**config.mk**
```make
export PLATFORM = sky130hd
export DESIGN_NAME = vrbc_fifo
export DESIGN_NICKNAME = d
export VERILOG_FILES = /design/src/rtl/core/vrbc_pkg.sv /design/src/rtl/core/vrbc_fifo.sv
export SDC_FILE = /design/constraint.sdc
export NUM_CORES = 1
export LEC_CHECK = 0
export BUFFER_PORTS_ARGS = -buffer_cell sky130_fd_sc_hd__buf_2
export CORE_ASPECT_RATIO = 1.4
export CORE_MARGIN = 2
export CORE_UTILIZATION = 30
export CTS_BUF_LIST = sky130_fd_sc_hd__clkbuf_4 sky130_fd_sc_hd__clkbuf_8 sky130_fd_sc_hd__clkbuf_16
export DETAILED_ROUTE_END_ITERATION = 10
export RECOVER_POWER = 25
export SETUP_SLACK_MARGIN = 0.1
export SLEW_MARGIN = 10
export SYNTH_ARGS = -nofsm -noshare
export SYNTH_HDL_FRONTEND = slang
export SYNTH_SLANG_ARGS = --single-unit
```
**constraint.sdc**
```tcl
create_clock -name clk -period 6.5 [get_ports clk]
set_clock_uncertainty 0.15 [all_clocks]
set_input_delay 0 -clock clk [delete_from_list [all_inputs] [get_ports clk]]
set_output_delay 0 -clock clk [all_outputs]
set_load 0.01 [all_outputs]
```
**src/rtl/core/vrbc_pkg.sv**
```systemverilog
// ----------------------------------------------------------------------------
// vrbc_pkg
// Shared types and constants of the ray box clipper.
// ----------------------------------------------------------------------------
package vrbc_pkg;

  localparam int MaxRays   = 16;
  localparam int MaxBv     = 36;
  localparam int ResultCap = 43;

  localparam int RcW  = $clog2(MaxRays + 1);
  localparam int ScW  = $clog2(MaxBv + 1);
  localparam int IdxW = $clog2(MaxBv);
  localparam int NcW  = $clog2(ResultCap + 1);

  localparam int CfgIdxW = 3;
  localparam logic [CfgIdxW-1:0] CFG_LEFT   = 3'd0;
  localparam logic [CfgIdxW-1:0] CFG_BOTTOM = 3'd1;
  localparam logic [CfgIdxW-1:0] CFG_RIGHT  = 3'd2;
  localparam logic [CfgIdxW-1:0] CFG_TOP    = 3'd3;
  localparam logic [CfgIdxW-1:0] CFG_BASE   = 3'd4;

  localparam logic KIND_VERTEX  = 1'b0;
  localparam logic KIND_SEGMENT = 1'b1;

  localparam logic signed [31:0] Q_MAX = 32'sh7fff_ffff;
  localparam logic signed [31:0] Q_MIN = 32'sh8000_0000;

  // what the back part has to do for a queued item
  typedef enum logic [1:0] {
    RK_NONE,
    RK_FIRST,
    RK_SECOND,
    RK_LINE
  } ray_kind_t;

  typedef struct packed {
    logic signed [31:0] left;
    logic signed [31:0] bottom;
    logic signed [31:0] right;
    logic signed [31:0] top;
    logic [15:0]        base;
  } cfg_t;

  typedef struct packed {
    ray_kind_t          kind;
    logic signed [31:0] a;
    logic signed [31:0] b;
    logic signed [31:0] c;
    logic [15:0]        e1;
    logic [15:0]        e2;
    logic               fin;
    logic               ovf;
  } entry_t;

  typedef struct packed {
    logic               kind;
    logic signed [31:0] x;
    logic signed [31:0] y;
    logic [15:0]        s;
    logic [15:0]        e;
    logic               ovf;
  } result_t;

  typedef enum logic [3:0] {
    B_IDLE,
    B_MUL,
    B_SUB,
    B_DSTART,
    B_DWAIT,
    B_PICK,
    B_EMIT,
    B_CSCAN,
    B_CORNER,
    B_ESCAN,
    B_ESTEP,
    B_FLUSH
  } back_state_t;

endpackage

```
**src/rtl/core/vrbc_fifo.sv**
```systemverilog
// ----------------------------------------------------------------------------
// vrbc_fifo
// Two-word queue between the front and the back part.
// ----------------------------------------------------------------------------
module vrbc_fifo import vrbc_pkg::*; (
  input  logic   clk,
  input  logic   rst,
  input  logic   push,
  input  entry_t push_data,
  output logic   full,
  input  logic   pop,
  output entry_t pop_data,
  output logic   empty
);

  entry_t     slots [2];
  logic       wr_ptr;
  logic       rd_ptr;
  logic [1:0] fill;

  assign full     = (fill == 2'd2);
  assign empty    = (fill == 2'd0);
  assign pop_data = slots[rd_ptr];

  // storage
  always_ff @(posedge clk) begin
    if (push) begin
      slots[wr_ptr] <= push_data;
    end
  end

  // pointers and fill level
  always_ff @(posedge clk) begin
    if (rst) begin
      wr_ptr <= 1'b0;
      rd_ptr <= 1'b0;
      fill   <= 2'd0;
    end else begin
      if (push) wr_ptr <= ~wr_ptr;
      if (pop)  rd_ptr <= ~rd_ptr;
      case ({push, pop})
        2'b10:   fill <= fill + 2'd1;
        2'b01:   fill <= fill - 2'd1;
        default: fill <= fill;
      endcase
    end
  end

endmodule

```
; After elaboration in Yosys (flattened, before gate mapping)
; Memory sizes are Yosys's and may differ from the RTL's. A register that Yosys moved wholly into a read port is not among the register bits.
; Index checks and enable logic that the tools add are counted.
[op_classes]
eq_ne = 3
bitwise_logic = 2
n_mux = 5
addsub = 2
n_reduce_logical = 2
[ops]
columns = operator, n
row1 = equality test 2 bit (second input constant), 2
row2 = 2-to-1 mux 1 bit, 4
row3 = case mux 2 bit (2 select lines), 1
row4 = adder 2 x 1 -> 2 bit (second input constant), 1
row5 = equality test 2 x 1 -> 1 bit (second input constant), 1
row6 = logical NOT 2 bit, 1
row7 = inverter 1 bit, 2
row8 = nonzero test 2 bit, 1
row9 = subtractor 2 x 1 -> 2 bit (second input constant), 1
[word_totals]
output_inout_bits = 134
inputBits = 136
ram_bits = 264
wordCells = 18
ff_bits = 4
memories = 1
[mem_list]
columns = name, depth, word_bits, rd, rd_clocked_by_memory_dff, write_ports, line
row1 = slots, 2, 132, 1, 1, 1, vrbc_fifo.sv:16  ; entry_t slots [2];

; Logic depth before layout (Yosys ltp)
[depth]
depth_word = 3
ltp_mapped = 5

; Least setup slack after synthesis
; No wires, ideal clock.
[synth_path]
path_kind = reg2reg
from = reg wr_ptr
to = mem slots[0][0] in the netlist's numbering, enable pin
stages_incl_launch_ff = 2
setup_time_ns = 0.628
arrival_ns = 5.810
required_time_ns = 5.722
setup_slack_ns = -0.088
path_cell_list = dfxtp_1 > nor2_1
[synth_lines]
columns = item, line
row1 = from (decl), vrbc_fifo.sv:17  ; logic wr_ptr;
row2 = from (signal assigned), vrbc_fifo.sv:39  ; if (push) wr_ptr <= ~wr_ptr;
row3 = to (decl), vrbc_fifo.sv:16
; Straight into the memory's write port.

==> reports/results.ini <==
[status]
status=finished clean

[placement]
pre_cts_ws_ps=3780
io_buffers=269
dp.final_hpwl_um=13000
place.detailed.instances=1132
place_congestion=0.696

[power_and_ir_drop]
sw_frac_of_total_pct=21.4
p_leak_uw=0.00505
ir_worst_vdd_mv=0.226
power_frac_clock_pct=39.1
power.total_uw=4160
power_density_nw_per_um2=300
cellInternalPower_uw=3270
netSwitchingPower_uw=891
sequential_cell_fraction_of_total_power_pct=49.7
combPwrFrac_pct=11.1

[final_layout]
post_layout_nonfiller_instances=1317
most-common-layout-cells=edfxtp_1 (264), buf_2 (209), dlygate4sd3_1 (138), mux2_2 (122), clkbuf_1 (57)
layout-drive-gt1-share_pct=44.7
area_growth_syn_to_layout_pct=41.5
layout.nets=996
most_frequent_standard_cell_in_the_layout_excluding_fill_and_tap_cells=edfxtp_1

[yosys]
synth_top_cell_area_share_pct=81.0
yosys.area.top_type=edfxtp_1
synthesis.yosys.warnings=0
yosysUniqueCellTypes=16
ys_top_cells_by_area=edfxtp_1 (81%), mux2_2 (14%), mux2_4 (1.5%), buf_6 (1.0%), dfxtp_1 (1.0%)
avgSynthCellArea_um2=22.6
synthesis.instances=433
synth_sequential_area_ratio_pct=82.0
post_synthesis_instance_area_um2=9790
yosys_register_bits=269
synthesis.nets=570

[setup_path]
worst_ep_required_time_ps=6350
regToRegStartpoint=wr_ptr
cpMaxStageDelayCell=dfxtp_4
cp.arrival_ps=3070
critical_path.max_fanout=69
start_kind=flop
ff2ff_path_depth=2
worst_path_largest_cell_delay_ps=970
reg2reg_to=slots[1][90]
cp_cell_sequence=buf_4, mux2_2, buf_2
worstSetupPathType=reg2out
worst_setup_path_endpoint=pop_data[41]
r2r_slack_ps=4490
endpoint_kind=output pin

[clock_network]
cts_repair_resize_count=0
cts-buffers-inserted=27
worst_skew_pair.late_latency_ps=530
clkTransAtPathRegs_ps=60
tritoncts_num_sinks=269
cts_buffer_depth=3
postCtsSetupBuffers=0
cts_tree=yes
clock_tree.root_cell=clkbuf_16
htree_levels=1

[die]
initial_core_util_pct=30.3
die_area_um2=34100
core-area_um2=32300
die-height_um=218
floorplan.io_pins=270
die_w_um=157
std_cell_rows=78

[route]
finalWirelength_um=20800
first_iter_violations=226
post_drt_wl_per_cell_um=15.8
drt_pass1_iterations=4
number_of_nets_still_failing_antenna_checks_after_routing=0
route.detailed.drc=0
routed-via-count=5512
vias_per_cell=4.19

[global_routing]
grt_max_degree=70
first_global_vias=5927
track_usage_pct=11.7
global_route_wire_length_before_repair_um=31000
grt_overflow_total=0
initial_antenna_violation_count=1

[sta]
fin_ws_ps=3280
timing_hold_violations_final=0
hold-worst-slack_ps=40.0
slew_headroom_pct=32.1
grt_setup_unrepaired=false
report.final.slew_viol_count=0
final_setup_violation_count=0
setup-tns-final_ps=0
final_min_period_over_clock_period_pct=49.6
min_period_ps=3220
timing.fmax_mhz=310
worstMarginPinSlew_ps=1020

[hold_path]
hp-class=in2reg

[job]
max_cap_violations=0

[area by class of cell]
type | instances | area, µm²
Timing Repair Buffer | 412 | 2690
Sequential cell | 269 | 8030
Clock buffer | 29 | 691
Multi-Input combinational cell | 148 | 1640
Antenna cell | 1 | 2.50
Tap cell | 440 | 551
Clock inverter | 17 | 243
Fill cell | 2898 | 18500
Inverter | 1 | 3.75
[metal layers]
metal	up-vias	wire length, µm	GRT usage (%)
met3	35	1330	2.86
met5	-	0	0
li1	2567	-	-
met2	183	11100	22.0
met1	2727	7720	12.4
met4	0	566	4.46
[what timing repair did]
item	CTS	global route
endpoints found under the setup margin	0	0
hold endpoints to repair	278	0
hold buffers	138	0
[cells in the mapped netlist (all sizes together)]
library cell and count:
and2 1, inv 1, buf 15, edfxtp 264, a21oi 1, dfxtp 5
nor2 6, xnor2 3, and2b 1, xor2 1, or3 1, ha 1
o21ai 1, mux2 132
[sequential cells by signal, summed over array words and instances (netlist names), named ones only]
| register | flops |
|---|---|
| rd_ptr | 1 |
| wr_ptr | 1 |
| slots | 264 |
| fill | 2 |
[cell families after synthesis]
family | synth area share, %
simple gates | 0.447
buf+inv | 1.38
fa+ha+maj | 0.128
xor+xnor | 0.358
mux | 15.6
flops | 82.0
compound gates | 0.102
[critical path, delay by kind of cell (launching register included)]
kind                   cells  cell delay, ps
buffers and inverters      2             950
DFF                        1             970
muxes                      1             420
[metrics by stage]
step / instance area, µm² / utilization (%)
floorplan: 9790 / -
global placement: 11600 / 35.9
detailed placement: 11600 / 35.9
CTS: 13900 / 43.1
global route: 13800 / 42.9
finish: 13800 / 42.9
[worst min-delay path by stage]
stage	start	depth (start not counted)	endpoint	slack [ps]
6_report	push_data[17]	2	slots[0][17]	40
5_1_grt	push_data[15]	2	slots[0][15]	10
4_1_cts	push_data[0]	2	slots[0][0]	3
3_5_place_dp	push_data[72]	1	slots[1][72]	40
3_3_place_gp	push_data[123]	1	slots[1][123]	40
2_1_floorplan	rst	1	fill[1]	-80
[power by group through the flow]
stage	Combinational [µW]	Clock, µW	Sequential, µW
finish	464	1630	2070
global route	501	1740	2080
CTS	476	1680	2070
detailed placement	406	0	2110
global placement	399	0	2100
floorplan	246	0	2090
Power figures use the tool's default switching activity.
