===== config.mk =====
export PLATFORM = sky130hd
export DESIGN_NAME = vrbc_front
export DESIGN_NICKNAME = d
export VERILOG_FILES = /design/src/rtl/core/vrbc_pkg.sv /design/src/rtl/core/vrbc_front.sv
export SDC_FILE = /design/constraint.sdc
export NUM_CORES = 1
export LEC_CHECK = 0
export BUFFER_PORTS_ARGS = -buffer_cell sky130_fd_sc_hd__buf_4
export CORE_AREA = 2 2 176 178
export DETAILED_ROUTE_END_ITERATION = 7
export DIE_AREA = 0 0 178 180
export MAX_ROUTING_LAYER = met4
export PLACE_DENSITY = 0.5
export SLEW_MARGIN = 20
export SYNTH_ARGS = -nofsm -noshare
export SYNTH_HDL_FRONTEND = slang
export SYNTH_SLANG_ARGS = --single-unit

===== constraint.sdc =====
create_clock -name clk -period 10.3 [get_ports clk]
set_clock_uncertainty 0.1 [all_clocks]
set_input_delay 2.06 -clock clk [delete_from_list [all_inputs] [get_ports clk]]
set_output_delay 2.06 -clock clk [all_outputs]
set_load 0.01 [all_outputs]

===== src/rtl/core/vrbc_pkg.sv =====
// ----------------------------------------------------------------------------
// vrbc_pkg
// Shared types and constants of the ray box clipper.
// ----------------------------------------------------------------------------
package vrbc_pkg;

  localparam int MaxRays   = 16;
  localparam int MaxBv     = 36;
  localparam int ResultCap = 43;

  localparam int RcW  = $clog2(MaxRays + 1);
  localparam int ScW  = $clog2(MaxBv + 1);
  localparam int IdxW = $clog2(MaxBv);
  localparam int NcW  = $clog2(ResultCap + 1);

  localparam int CfgIdxW = 3;
  localparam logic [CfgIdxW-1:0] CFG_LEFT   = 3'd0;
  localparam logic [CfgIdxW-1:0] CFG_BOTTOM = 3'd1;
  localparam logic [CfgIdxW-1:0] CFG_RIGHT  = 3'd2;
  localparam logic [CfgIdxW-1:0] CFG_TOP    = 3'd3;
  localparam logic [CfgIdxW-1:0] CFG_BASE   = 3'd4;

  localparam logic KIND_VERTEX  = 1'b0;
  localparam logic KIND_SEGMENT = 1'b1;

  localparam logic signed [31:0] Q_MAX = 32'sh7fff_ffff;
  localparam logic signed [31:0] Q_MIN = 32'sh8000_0000;

  // what the back part has to do for a queued item
  typedef enum logic [1:0] {
    RK_NONE,
    RK_FIRST,
    RK_SECOND,
    RK_LINE
  } ray_kind_t;

  typedef struct packed {
    logic signed [31:0] left;
    logic signed [31:0] bottom;
    logic signed [31:0] right;
    logic signed [31:0] top;
    logic [15:0]        base;
  } cfg_t;

  typedef struct packed {
    ray_kind_t          kind;
    logic signed [31:0] a;
    logic signed [31:0] b;
    logic signed [31:0] c;
    logic [15:0]        e1;
    logic [15:0]        e2;
    logic               fin;
    logic               ovf;
  } entry_t;

  typedef struct packed {
    logic               kind;
    logic signed [31:0] x;
    logic signed [31:0] y;
    logic [15:0]        s;
    logic [15:0]        e;
    logic               ovf;
  } result_t;

  typedef enum logic [3:0] {
    B_IDLE,
    B_MUL,
    B_SUB,
    B_DSTART,
    B_DWAIT,
    B_PICK,
    B_EMIT,
    B_CSCAN,
    B_CORNER,
    B_ESCAN,
    B_ESTEP,
    B_FLUSH
  } back_state_t;

endpackage


===== src/rtl/core/vrbc_front.sv =====
// ----------------------------------------------------------------------------
// vrbc_front
// Takes segment words and configuration writes, sorts out rays, keeps the
// admission counters and the sticky overflow flag.
// ----------------------------------------------------------------------------
module vrbc_front import vrbc_pkg::*; (
  input  logic                 clk,
  input  logic                 rst,
  input  logic                 in_valid,
  output logic                 in_stall,
  input  logic signed [31:0]   line_a,
  input  logic signed [31:0]   line_b,
  input  logic signed [31:0]   line_c,
  input  logic [15:0]          first_end,
  input  logic                 first_known,
  input  logic [15:0]          second_end,
  input  logic                 second_known,
  input  logic                 final_segment,
  input  logic                 cfg_valid,
  output logic                 cfg_ready,
  input  logic [CfgIdxW-1:0]   cfg_index,
  input  logic [31:0]          cfg_data,
  output cfg_t                 cfg,
  output logic                 push,
  output entry_t               push_entry,
  input  logic                 q_full
);

  logic [RcW-1:0] rc;
  logic [ScW-1:0] sc;
  logic           ovf;

  logic           accept;
  logic           is_ray;
  logic           is_line;
  logic [ScW:0]   need;
  logic [ScW:0]   room;
  logic           drop;
  logic           admit;

  assign in_stall  = q_full;
  assign cfg_ready = 1'b1;
  assign accept    = in_valid && !q_full;

  // classify the word
  always_comb begin
    is_ray  = !(first_known && second_known);
    is_line = !first_known && !second_known;
    need    = is_line ? (ScW+1)'(2) : (ScW+1)'(1);
    room    = {1'b0, sc} + need + (ScW+1)'(4);
    drop    = is_ray && ((rc >= RcW'(MaxRays)) || (room > (ScW+1)'(MaxBv)));
    admit   = is_ray && !drop;
    push    = accept && (admit || final_segment);

    push_entry.kind = RK_NONE;
    if (admit) begin
      if (is_line)          push_entry.kind = RK_LINE;
      else if (first_known) push_entry.kind = RK_FIRST;
      else                  push_entry.kind = RK_SECOND;
    end
    push_entry.a   = line_a;
    push_entry.b   = line_b;
    push_entry.c   = line_c;
    push_entry.e1  = first_end;
    push_entry.e2  = second_end;
    push_entry.fin = final_segment;
    push_entry.ovf = ovf || drop;
  end

  // admission counters
  always_ff @(posedge clk) begin
    if (rst) begin
      rc  <= '0;
      sc  <= '0;
      ovf <= 1'b0;
    end else if (accept) begin
      if (final_segment) begin
        rc  <= '0;
        sc  <= '0;
        ovf <= 1'b0;
      end else begin
        if (admit) begin
          rc <= rc + RcW'(1);
          sc <= sc + need[ScW-1:0];
        end
        if (drop) ovf <= 1'b1;
      end
    end
  end

  // configuration registers
  always_ff @(posedge clk) begin
    if (rst) begin
      cfg.left   <= 32'sd0;
      cfg.bottom <= 32'sd0;
      cfg.right  <= 32'sd65536;
      cfg.top    <= 32'sd65536;
      cfg.base   <= 16'd0;
    end else if (cfg_valid && cfg_ready) begin
      case (cfg_index)
        CFG_LEFT:   cfg.left   <= cfg_data;
        CFG_BOTTOM: cfg.bottom <= cfg_data;
        CFG_RIGHT:  cfg.right  <= cfg_data;
        CFG_TOP:    cfg.top    <= cfg_data;
        CFG_BASE:   cfg.base   <= cfg_data[15:0];
        default:    ;
      endcase
    end
  end

endmodule


After elaboration in Yosys (flattened, before gate mapping)
Index checks and enable logic that the tools add are counted.
{ "word_totals": {"reg_bits": 156, "in_bits": 171, "out_inout_bits": 279, "word_cells": 52} }
{ "op_classes": {"addsub": 4, "order_cmp": 2, "eq_ne": 4, "n_mux": 10, "reduce_logical": 24} }
{ "ops": {"columns": ["cell", "n"], "rows": [
  ["$reduce_and A2 Y1", 7],
  ["$mux W6", 2],
  ["$mux W5", 2],
  ["$mux W2", 4],
  ["$add A6 B2 Y7", 1],
  ["$add A7 B3 Y7 const B", 1],
  ["$gt A7 B6 Y1 const B", 1],
  ["$add A6 B2 Y6", 1],
  ["$eq A3 B2 Y1 const B", 2],
  ["$logic_and A1 B1 Y1", 6],
  ["$add A5 B1 Y5 const B", 1],
  ["$ge A5 B5 Y1 const B", 1],
  ["$logic_not A1 Y1", 5],
  ["$reduce_bool A2 Y1", 2],
  ["$eq A3 B1 Y1 const B", 1],
  ["$eq A3 B3 Y1 const B", 1],
  ["$logic_not A3 Y1", 1],
  ["$logic_or A1 B1 Y1", 3],
  ["$mux W1", 2]
]} }

Logic depth before layout (Yosys ltp)
Gate-level depths: netlist of the first run.
{ "depth": {"depth_word": 12, "depth_mapped": 11, "mapped_depth_nobuf": 11} }

Worst setup path before layout of the first run
OpenSTA, ideal clock, no wires.
{ "synth_path": {"kind": "input to output", "start": "input port second_known", "end": "output port push_entry[0] in the netlist's numbering", "t_arrival_ns": 4.063, "required_ns": 8.140, "path_slack_ns": 4.077, "cell_stages": 10, "n_path_buf": 0, "cell_sequence": "nor2_2 -> inv_1 -> ha_1 -> ha_1 -> nor3_1 -> nand4_1 -> mux2i_1 -> nor4_4 -> or3_4 -> a21o_1"} }
{ "synth_rtl": {"columns": ["item", "line_no", "text"], "rows": [
  ["start: declaration", "vrbc_front.sv:17", "input logic second_known,"],
  ["end: declaration", "vrbc_front.sv:25", "output entry_t push_entry,"]
]} }

==> results of run 1 <==
placed cells by master, fill, tap and decap left out, drive strengths merged, types with 2 or more instances in the layout:
cell / netlist / final
nand2: 300 / 300
buf: 134 / 194
dfxtp: 156 / 156
a21oi: 144 / 144
clkbuf: 48 / 17
nor2: 16 / 16
inv: 4 / 12
o21ai: 7 / 7
nand3: 7 / 7
nor3: 6 / 6
xnor2: 5 / 5
nor4: 5 / 5
ha: 4 / 4
clkinv: 0 / 4
nand3b: 3 / 3
bufinv: 0 / 3
and3: 3 / 3
diode: 0 / 2
nand4: 2 / 2
nor2b: 2 / 2
a31oi: 2 / 2
nor3b: 2 / 2
or3: 2 / 2
layout make-up:
cell class / count / area share [%]
clock inverters: 15 / 2.46
repair buffers: 194 / 17.8
clock buffers: 17 / 5.20
inverters: 4 / 0.183
diodes: 2 / 0.0611
well taps: 396 / 6.05
flip-flops and latches: 156 / 38.1
multi-input cells: 526 / 30.1
state kept, by name (all words and copies together), names as in the netlist:
register / cells
cfg: 144
sc: 6
rc: 5
ovf: 1
cells by family after synthesis:
kind of cell	share of synthesized area (%)
buffers and inverters	17.7
DFF	46.1
muxes	0.148
AOI/OAI and AO/OA	12.5
and+or+nand+nor	21.9
xor gates and xnor gates	0.647
other	0.0554
adders and majority gates	0.906
worst paths after layout:
check	endpoint	slack [ns]	start
setup / recovery	push_entry[0]	3.63	second_known
hold / removal	cfg[113]	0.35	cfg[113]
setup reg to reg	ovf	7.75	sc[1]
hold reg to reg	cfg[113]	0.35	cfg[113]
metrics by stage:
stage | instance area [um2] | hold slack [ns] | instances
after detailed placement | 7550 | 0.347 | 1276
final | 8190 | 0.354 | 1310
after global placement | 7550 | 0.341 | 1276
after global routing | 8180 | 0.368 | 1309
after floorplan | 6770 | 0.339 | 868
after CTS | 8180 | 0.356 | 1308
routing by layer:
metal	global-route usage, %	vias up	wire length, um
met4	6.20	0	603
met1	17.0	2607	9600
met2	21.9	205	10100
met3	5.05	65	1780
met5	-	-	0
li1	-	2740	-
critical path, delay by kind of cell:
| family | cells | cell delay (ns) |
|---|---|---|
| compound gates | 1 | 0.20 |
| buf+inv | 3 | 0.37 |
| mux | 1 | 0.27 |
| simple gates | 5 | 1.04 |
| fa+ha+maj | 2 | 0.58 |
power by group:
part / internal [mW] / switching [mW]
clock: 0.392 / 0.295
combinational: 0.0377 / 0.0617
sequential: 0.615 / 0.00657
total: 1.04 / 0.363
==> impl_metrics.py, run 1 <==
metrics = {
    "timing": {
        "max_freq_mhz": 150,
        "rsz0062_at_grt": "no",
        "setup_slack_ns": 3.63,
        "period_minus_slack_ns": 6.67,
        "drv_slew": 0,
        "finalSetupTns_ns": 0,
        "slew_headroom_pct": 30.7,
        "hold_viol": 0,
        "setup_viol": 0,
        "period_share_pct": 64.8,
        "worst_pin_slew_ns": 1.04,
    },
    "critical_path": {
        "worstPathRequired_ns": 8.14,
        "cpMaxStageDelayCell": "or3_4",
        "criticalPathCategory": "primary input to primary output",
        "crit_path_max_fanout": 8,
        "critPathArrivalTime_ns": 4.51,
        "reg2reg_depth": 9,
        "crit_path_end_kind": "primary output",
        "cp-start-kind": "primary input",
        "max_stage_delay_ns": 0.42,
        "crit_chain": "buf_4 > nor2_2 > inv_1 > ha_1 > ha_1 > nor3_1 > nand4_1 > mux2i_1 > nor4_4 > or3_4 > a21o_1 > buf_4",
    },
    "clocking": {
        "cts_resized": 0,
        "clk_pin_slew_ns": 0.07,
        "cts_buffers": 17,
        "post-cts-setup-buffers": 0,
        "clk_latency_ns": 0.44,
        "root_buffer": "clkbuf_16",
        "clock_path_buffers": 2,
        "cts_hold_buf": 0,
        "numClockSinks": 156,
        "htree_levels": 4,
        "tritoncts": "yes",
    },
    "yosys": {
        "syn_area_per_cell_um2": 7.80,
        "seq_area_frac_synth_pct": 46.1,
        "syn_nets": 1043,
        "async_flop_share_pct": 0,
        "synth_edf_count": 0,
        "synthesis.area_um2": 6770,
        "ys_top_cells_by_count": "nand2_1 (300), dfxtp_1 (156), a21oi_1 (144)",
        "ys_seq_elements": 156,
        "synth_area_leaders": "dfxtp_1 (46%), nand2_1 (17%), buf_4 (15%)",
        "synth_top_area_share_pct": 46.1,
        "synth.largest_area_cell": "dfxtp_1",
        "synth.most_common_cell": "nand2_1",
        "ys_warn_count": 0,
        "ys.flop_type": "dfxtp_1",
        "syn-instance-count": 868,
        "synth_cell_type_count": 47,
    },
    "die": {
        "die_w_um": 178,
        "start_util_pct": 22.4,
        "core_area_um2": 30200,
        "io_pins": 450,
        "rows": 64,
        "die_y_um": 180,
        "die_area_um2": 32000,
    },
    "finish": {
        "syn2layout_area_growth_pct": 20.9,
        "fin_util_pct": 27.1,
        "seq_area_um2": 3120,
        "nets": 1074,
        "final_layout_size_suffix_gt1_share_pct": 27.0,
        "multiInputGateArea_um2": 2460,
        "num-fill-cells": 3301,
    },
    "global_routing": {
        "overflow": 0,
        "grt_usage_pct": 14.4,
        "antenna_found_initial": 1,
        "grt_pass1_wl_um": 33000,
        "grt_pass1_vias": 5326,
        "grt_max_degree": 81,
    },
    "status": {
        "outcome": "completed",
    },
    "power": {
        "ir_drop_mv": 0.0899,
        "power_density_nw_per_um2": 172,
        "p_leak_nw": 3.16,
        "power_mw": 1.41,
    },
    "min_path": {
        "min-delay-path-class": "flop to flop",
        "holdPathStages": 2,
    },
    "routing": {
        "wirelength_um": 22100,
        "viasPerCell": 4.29,
        "route.vias.total": 5617,
        "first_iter_violations": 300,
        "wl_per_cell_um": 16.9,
        "firstDrtPassIters": 4,
        "drtAntennaViolNets": 0,
        "drc_errors": 0,
    },
    "run": {
        "maxCapViolations": 0,
    },
    "placement": {
        "place_hpwl_um": 14000,
        "pre_cts_ws_ns": 3.64,
        "gp_congestion": 0.807,
        "io_buffers": 192,
    },
}
Note: power is estimated with default switching activity, not from simulation.
==> inputs of run 2 (changes only) <==
CORE_AREA = 2 2 174 176   (was 2 2 176 178)
DIE_AREA = 0 0 176 178   (was 0 0 178 180)
PLACE_DENSITY = 0.51   (was 0.5)
clock period = 6.2 ns   (was 10.3 ns; I/O delays follow)
==> impl_metrics.py, run 2 (synthesized netlist as in run 1, its figures left out) <==
metrics = {
    "critical_path": {
        "critPathArrivalTime_ns": 3.71,
        "critPathBufInv": 3,
        "reg2reg_depth": 9,
        "r2r_start": "sc[1]",
        "crit_start": "second_known",
        "cp-start-kind": "primary input",
        "crit_path_end_kind": "primary output",
        "cp.depth": 12,
        "crit_chain": "buf_4 > nor2_2 > inv_1 > ha_1 > ha_1 > nor3_1 > nand4_1 > mux2i_1 > nor4_4 > or3_4 > a21o_1 > buf_4",
        "worstPathRequired_ns": 4.86,
        "crit_path_max_fanout": 8,
        "max_stage_delay_ns": 0.41,
        "criticalPathCategory": "primary input to primary output",
        "cpMaxStageDelayCell": "or3_4",
        "crit_family": "simple AND/OR/NAND/NOR gates",
    },
    "global_routing": {
        "overflow": 0,
        "grt_usage_pct": 14.0,
        "grt_pass1_vias": 5361,
        "grt_max_degree": 88,
        "grt_pass1_wl_um": 32000,
        "antenna_found_initial": 0,
    },
    "status": {
        "outcome": "completed",
    },
    "finish": {
        "diodes": 0,
        "seq_area_um2": 3120,
        "largest_registers": "cfg: 144 flops, sc: 6 flops, rc: 5 flops",
        "multiInputGateArea_um2": 2460,
        "nets": 1074,
        "num-fill-cells": 3191,
        "final_layout_size_suffix_gt1_share_pct": 26.6,
        "final_common_cell": "nand2_1",
        "largest_reg_flops": 144,
        "syn2layout_area_growth_pct": 20.0,
        "layout_common_cells": "nand2_1 (299), buf_4 (194), dfxtp_1 (156), a21oi_1 (144), clkbuf_16 (17)",
        "top_register": "cfg",
    },
    "min_path": {
        "hold_start": "cfg[76]",
        "min-delay-path-class": "flop to flop",
        "holdPathStages": 2,
    },
    "clocking": {
        "tritoncts": "yes",
        "cts_hold_buf": 0,
        "cts_buffers": 17,
        "clock_path_buffers": 2,
        "clk_latency_ns": 0.43,
        "post-cts-setup-buffers": 0,
        "cts_resized": 0,
        "numClockSinks": 156,
        "clk_pin_slew_ns": 0.06,
        "root_buffer": "clkbuf_16",
        "htree_levels": 4,
    },
    "power": {
        "power_density_nw_per_um2": 276,
        "p_leak_nw": 3.12,
        "ir_drop_mv": 0.134,
    },
    "timing": {
        "worst_pin_slew_ns": 1.03,
        "setup_slack_ns": 1.15,
        "period_share_pct": 81.5,
        "max_freq_mhz": 198,
        "hold_viol": 0,
        "slew_headroom_pct": 31.3,
        "finalSetupTns_ns": 0,
        "drv_slew": 0,
        "rsz0062_at_grt": "no",
        "setup_viol": 0,
        "period_minus_slack_ns": 5.05,
    },
    "placement": {
        "place_hpwl_um": 14300,
        "gp_congestion": 0.803,
        "io_buffers": 192,
        "pre_cts_ws_ns": 1.15,
    },
    "die": {
        "die_y_um": 178,
        "rows": 63,
        "start_util_pct": 23.0,
        "core_area_um2": 29400,
        "io_pins": 450,
        "die_w_um": 176,
        "die_area_um2": 31300,
    },
    "routing": {
        "wirelength_um": 21700,
        "firstDrtPassIters": 4,
        "drtAntennaViolNets": 0,
        "wl_per_cell_um": 16.7,
        "first_iter_violations": 267,
        "drc_errors": 0,
        "viasPerCell": 4.29,
        "route.vias.total": 5584,
    },
    "run": {
        "maxCapViolations": 0,
    },
}
## run 2: path summary, 6_finish.rpt
kind / end / slack [ns]
setup / recovery: push_entry[0] / 1.15
hold / removal: cfg[76] / 0.36
setup reg to reg: ovf / 3.64
hold reg to reg: cfg[76] / 0.36
## run 2: metrics by stage
step / hold slack (ns) / instances / util, % / power [mW] / instance area [um2]
floorplan: 0.339 / 868 / - / 1.21 / 6770
global placement: 0.342 / 1270 / 25.7 / 1.22 / 7550
detailed placement: 0.348 / 1270 / 25.7 / 1.22 / 7550
CTS: 0.356 / 1302 / 27.6 / 2.28 / 8120
global route: 0.372 / 1302 / 27.6 / 2.33 / 8120
finish: 0.355 / 1302 / 27.6 / 2.24 / 8120
## run 2: worst reg2reg max path, delay by kind of cell (launching register included)
| kind | cells | cell delay (ns) |
|---|---|---|
| DFF | 1 | 0.45 |
| xor gates and xnor gates | 1 | 0.11 |
| muxes | 1 | 0.27 |
| and+or+nand+nor | 5 | 0.97 |
| adders and majority gates | 1 | 0.36 |
| AOI/OAI and AO/OA | 1 | 0.18 |
## run 2: metal layers
layer / share of wire, % / GRT usage [%] / up-vias
met2: 47 / 21.9 / 190
met1: 43 / 16.6 / 2605
met3: 6.4 / 4.01 / 67
met4: 3.7 / 6.82 / 0
li1: - / - / 2722
met5: 0 / - / -
## run 2: layout make-up
| class | count | share of cell area [%] |
|---|---|---|
| Inverter | 4 | 0.185 |
| Timing Repair Buffer | 194 | 17.9 |
| Clock buffer | 24 | 6.05 |
| Clock inverter | 8 | 1.03 |
| Sequential cell | 156 | 38.4 |
| Tap cell | 390 | 6.01 |
| Multi-Input combinational cell | 526 | 30.3 |
## run 2: report_power, final
group          switching [mW]  leakage (nW)  internal (mW)
Sequential             0.0113          1.26           1.02
Clock                   0.444         0.273          0.598
Combinational           0.102          1.59         0.0627
Total                   0.558          3.12           1.68
